$ cat config.mk
export PLATFORM = sky130hd
export DESIGN_NAME = dpec_divider
export DESIGN_NICKNAME = d
export VERILOG_FILES = /design/src/sv/disk_pair_elastic_collision_defines.svh /design/src/sv/dpec_pkg.sv /design/src/sv/dpec_divider.sv
export SDC_FILE = /design/constraint.sdc
export NUM_CORES = 2
export LEC_CHECK = 0
export ABC_AREA = 0
export BUFFER_PORTS_ARGS = -buffer_cell sky130_fd_sc_hd__buf_2
export CAP_MARGIN = 20
export CORE_MARGIN = 1
export CORE_UTILIZATION = 25
export CTS_CLUSTER_DIAMETER = 80
export DETAILED_ROUTE_END_ITERATION = 12
export GPL_TIMING_DRIVEN = 0
export SYNTH_ARGS = -nofsm -noshare
export SYNTH_HDL_FRONTEND = slang
export SYNTH_SLANG_ARGS = --single-unit
$ cat constraint.sdc
create_clock -name clock -period 4.4 [get_ports clock]
set_input_delay 0 -clock clock [delete_from_list [all_inputs] [get_ports clock]]
set_output_delay 0 -clock clock [all_outputs]
set_load 0.05 [all_outputs]
$ cat src/sv/disk_pair_elastic_collision_defines.svh
// Assertion macros for the disk pair collision block
`ifndef DISK_PAIR_ELASTIC_COLLISION_DEFINES_SVH
`define DISK_PAIR_ELASTIC_COLLISION_DEFINES_SVH

// same-cycle implication
`define DPEC_ASSERT_NOW(label, ante, cons, msg) \
   label: assert property (@(posedge clock) disable iff (reset) (ante) |-> (cons)) \
      else $error(msg);

// next-cycle implication
`define DPEC_ASSERT_NEXT(label, ante, cons, msg) \
   label: assert property (@(posedge clock) disable iff (reset) (ante) |=> (cons)) \
      else $error(msg);

`endif

$ cat src/sv/dpec_pkg.sv
`timescale 1ns / 1ps

package dpec_pkg;

   localparam int POS_W = 20;
   localparam int VEL_W = 16;
   localparam int RAD_W = 16;
   localparam int DIF_W = POS_W + 1;
   localparam int DV_W  = VEL_W + 1;
   localparam int SQ_W  = 2 * DIF_W - 1;
   localparam int D_W   = SQ_W + 1;
   localparam int P_W   = DV_W + DIF_W;
   localparam int W_W   = P_W + 1;
   localparam int N_W   = W_W + DIF_W;
   localparam int MAG_W = N_W - 1;
   localparam int NUM_W = MAG_W + 2;
   localparam int DEN_W = D_W + 1;
   localparam int QUO_W = 18;
   localparam int REACH_W  = RAD_W + 1;
   localparam int REACH2_W = 2 * REACH_W;

   localparam logic [RAD_W-1:0] RADIUS_RESET = 16'd2560;
   localparam logic [REACH2_W-1:0] REACH2_RESET =
      REACH2_W'(4 * int'(RADIUS_RESET) * int'(RADIUS_RESET));

   localparam logic CSR_IDX_RADIUS = 1'b0;

   typedef struct packed {
      logic             touching;
      logic             exchanged;
      logic             coincident;
      logic             neg_x;
      logic             neg_y;
      logic [VEL_W-1:0] v1x;
      logic [VEL_W-1:0] v1y;
      logic [VEL_W-1:0] v2x;
      logic [VEL_W-1:0] v2y;
   } side_type;

endpackage

$ cat src/sv/dpec_divider.sv
`timescale 1ns / 1ps

module dpec_divider #(
   parameter int NUM_W = dpec_pkg::NUM_W,
   parameter int DEN_W = dpec_pkg::DEN_W,
   parameter int QUO_W = dpec_pkg::QUO_W
) (
   input  logic             clock,
   input  logic             advance,
   input  logic [NUM_W-1:0] num,
   input  logic [DEN_W-1:0] den,
   output logic [QUO_W-1:0] quo
);

   logic [NUM_W-1:0] rem_ff [QUO_W];
   logic [NUM_W-1:0] rem_in [QUO_W];
   logic [DEN_W-1:0] den_ff [QUO_W];
   logic [QUO_W-1:0] quo_ff [QUO_W];
   logic [QUO_W-1:0] quo_in [QUO_W];

   // restoring division, one quotient bit per stage, msb first
   for (genvar i = 0; i < QUO_W; i++) begin : g_stage
      logic [NUM_W-1:0] rem_src;
      logic [DEN_W-1:0] den_src;
      logic [QUO_W-1:0] quo_src;
      logic [NUM_W-1:0] trial;
      if (i == 0) begin : g_first
         assign rem_src = num;
         assign den_src = den;
         assign quo_src = '0;
      end else begin : g_next
         assign rem_src = rem_ff[i-1];
         assign den_src = den_ff[i-1];
         assign quo_src = quo_ff[i-1];
      end
      assign trial = NUM_W'(den_src) << (QUO_W - 1 - i);
      always_comb begin
         if (rem_src >= trial) begin
            rem_in[i] = rem_src - trial;
            quo_in[i] = {quo_src[QUO_W-2:0], 1'b1};
         end else begin
            rem_in[i] = rem_src;
            quo_in[i] = {quo_src[QUO_W-2:0], 1'b0};
         end
      end
      always_ff @(posedge clock) begin
         if (advance) begin
            rem_ff[i] <= rem_in[i];
            den_ff[i] <= den_src;
            quo_ff[i] <= quo_in[i];
         end
      end
   end

   assign quo = quo_ff[QUO_W-1];

endmodule

==> out/qor.yml <==
post_drt_wl_per_cell_um: 17.2
synth_edf_count: 1939
place.gp.congestion: 0.936
vias_per_cell: 4.61
grt_max_degree: 183
dp_hpwl_um: 242000
initial_core_util_pct: 25.1
ctsHtreeMaxLevel: 4
start_kind: "flip-flop"
cap_violations: 0
hold_viol_final: 0
ys_top_cells_by_count: "1,939 x edfxtp_1, 1,051 x a21oi_1, 991 x inv_1"
cp_max_fo: 4
core-area_sq_um: 457000
vias: 82600
worst_pin_slew_ns: 1.19
finalClockSkew_ns: 0.0492
yosysTopAreaCell: "edfxtp_1"
drc: 0
wl_um: 308000
ys_ff_latch: 1939
ys_seq_area_share_pct: 50.7
cts-root-buf: "clkbuf_16"
syn_nets: 11900
cpMaxStageDelayCell: "a2111o_1"
clk_path_buf_depth: 4
dp_slack_ns: -1.77
worst_slack_ns: 0.00656
ys_types: 112
fin_nets: 12500
status: "complete, no violations"
synth_most_common_cell: "edfxtp_1"
num_rows: 248
fmax_ghz: 0.228
async_flop_share_pct: 0
end_kind: "flip-flop"
numPortBuffers: 123
cts.sinks: 1939
grt_pass1_vias: 83400
antenna_found_initial: 3
synth_flop_cell: "edfxtp_1"
synth_top_cell_area_share_pct: 50.7
fin_crit_ns: 4.39
insertion_delay_ns: 0.89
grt_pass1_wl_um: 469000
area_growth_pct: 16.2
ir_worst_vdd_v: 0.000331
grt_overflow_total: 0
ys_top_cells_by_area: "edfxtp_1 51%, ha_1 8.4%, a21oi_1 4.6%"
cp.required_ns: 5.06
period_share_pct: 99.9
clk_pin_slew_ns: 0.06
min_path_type: "primary input to flip-flop"
p_leak_uw: 0.0515
dieWidth_um: 680
drt_first_pass_iters: 5
die-area_sq_um: 462000
yosysWarningCount: 0
critical_path_arrival_ns: 5.05
avgSynthCellArea_sq_um: 10.4
die_y_um: 680
relSlewSlack_pct: 19.7
pwr_density_cell_nw_per_um2: 641
power_uw: 85500
drtIter0Drc: 5046
slowest_delay_ns: 0.46
maxSlewViolCount: 0
cts-buffers-inserted: 213
cts_tree: "built"
drive_gt1_share_pct: 7.40
io_pins: 124
grt.total_usage_pct: 12.8
ant_nets: 0
crit_chain: "ha_1 -> fa_1 -> nand2b_1 -> a211oi_1 -> o211ai_1 -> a2111o_1 -> and3_1 -> o311a_1 -> a21oi_1 -> a41oi_1 -> nor2b_1 -> nor4b_1 -> o21ai_0"
synthCells: 11100
path_class: "flip-flop to flip-flop"
synth_area_sq_um: 115000
finalSetupViolCount: 0
## metal layers
| metal | up-vias | global-route usage, % | wire (um) |
|---|---|---|---|
| li1 | 41600 | - | - |
| met1 | 38400 | 14.2 | 125000 |
| met2 | 1785 | 23.1 | 151000 |
| met3 | 755 | 1.42 | 9220 |
| met4 | 0 | 8.42 | 23100 |
| met5 | - | 0 | 0 |
## state kept, by name (all words and copies together) (netlist names)
name / count
rem_ff: 1037
den_ff: 731
quo_ff: 171
## cell families after synthesis
logic type,Yosys count,synth area share [%]
mux,120,1.17
simple gates,2890,12.0
xor+xnor,788,6.01
buf+inv,1389,4.64
fa+ha+maj,791,8.73
flops,1939,50.7
compound gates,3134,16.7
## placed cells by master, fill, tap and decap left out, drive strengths merged, types with 77 or more instances in the layout
cell type    count
edfxtp        1939
a21oi         1053
inv            993
nand2          950
o21ai          833
ha             774
nor2           754
clkbuf         594
xnor2          449
a21o           442
xor2           339
buf            214
nand4          210
dlygate4sd3    209
nand3          171
nor3           151
o21bai         120
mux2           114
nor2b          106
nand2b         100
a31oi          100
nor4            96
o21a            95
and3            87
clkinv          86
a211oi          77
## critical path: cells and delay by family (launching register included)
kind / cells / cell delay, ns
compound gates: 7 / 2.20
fa+ha+maj: 2 / 0.66
flops: 1 / 0.44
simple gates: 4 / 0.87
## worst paths after layout
| path | start | end | slack (ns) | depth (start not counted) |
|---|---|---|---|---|
| min reg2reg | quo_ff[14][3] | quo_ff[15][4] | 0.41 | 0 |
| max | den_ff[12][0] | rem_ff[13][54] | 0.007 | 13 |
| max reg2reg | den_ff[12][0] | rem_ff[13][54] | 0.007 | 13 |
| min | num[57] | rem_ff[0][57] | 0.08 | 4 |
## metrics by stage
stage | cells | setup TNS [ns] | utilization, % | hold WS, ns | cell area, sq um
finish | 17900 | 0 | 29.2 | 0.0845 | 133000
global route | 17900 | -0.00177 | 29.2 | 0.0511 | 133000
CTS | 17900 | 0 | 29.1 | 0.00275 | 133000
detailed placement | 17300 | -810.99 | 27.0 | 0.195 | 124000
global placement | 17300 | - | 26.9 | 0.196 | 123000
floorplan | 11100 | 0 | - | 0.0989 | 115000
## final cells by class
cell class	count	area (sq um)
Fill cell	47500	323000
Sequential cell	1939	58200
Multi-Input combinational cell	7723	51900
Tap cell	6125	7660
Clock buffer	258	5580
Inverter	991	3730
Timing Repair Buffer	383	3440
Buffer	382	1700
Clock inverter	126	1150
Antenna cell	3	7.51
## power by group
part | leakage (uW) | switching, uW | internal (uW) | total [uW]
logic | 0.0294 | 22400 | 15400 | 37900
clock network | 0.00325 | 7420 | 10200 | 17600
registers | 0.0188 | 3030 | 27000 | 30000
## repair_timing
item                       in CTS  in global routing
setup endpoints to repair     917                562
hold endpoints to repair      330                  0
hold buffers                  211                  0
gates cloned                    2                  2
pin swaps                      19                 17
setup buffers                  11                  7
gates resized for setup       160                 75
(Power assumes the default switching activity.)
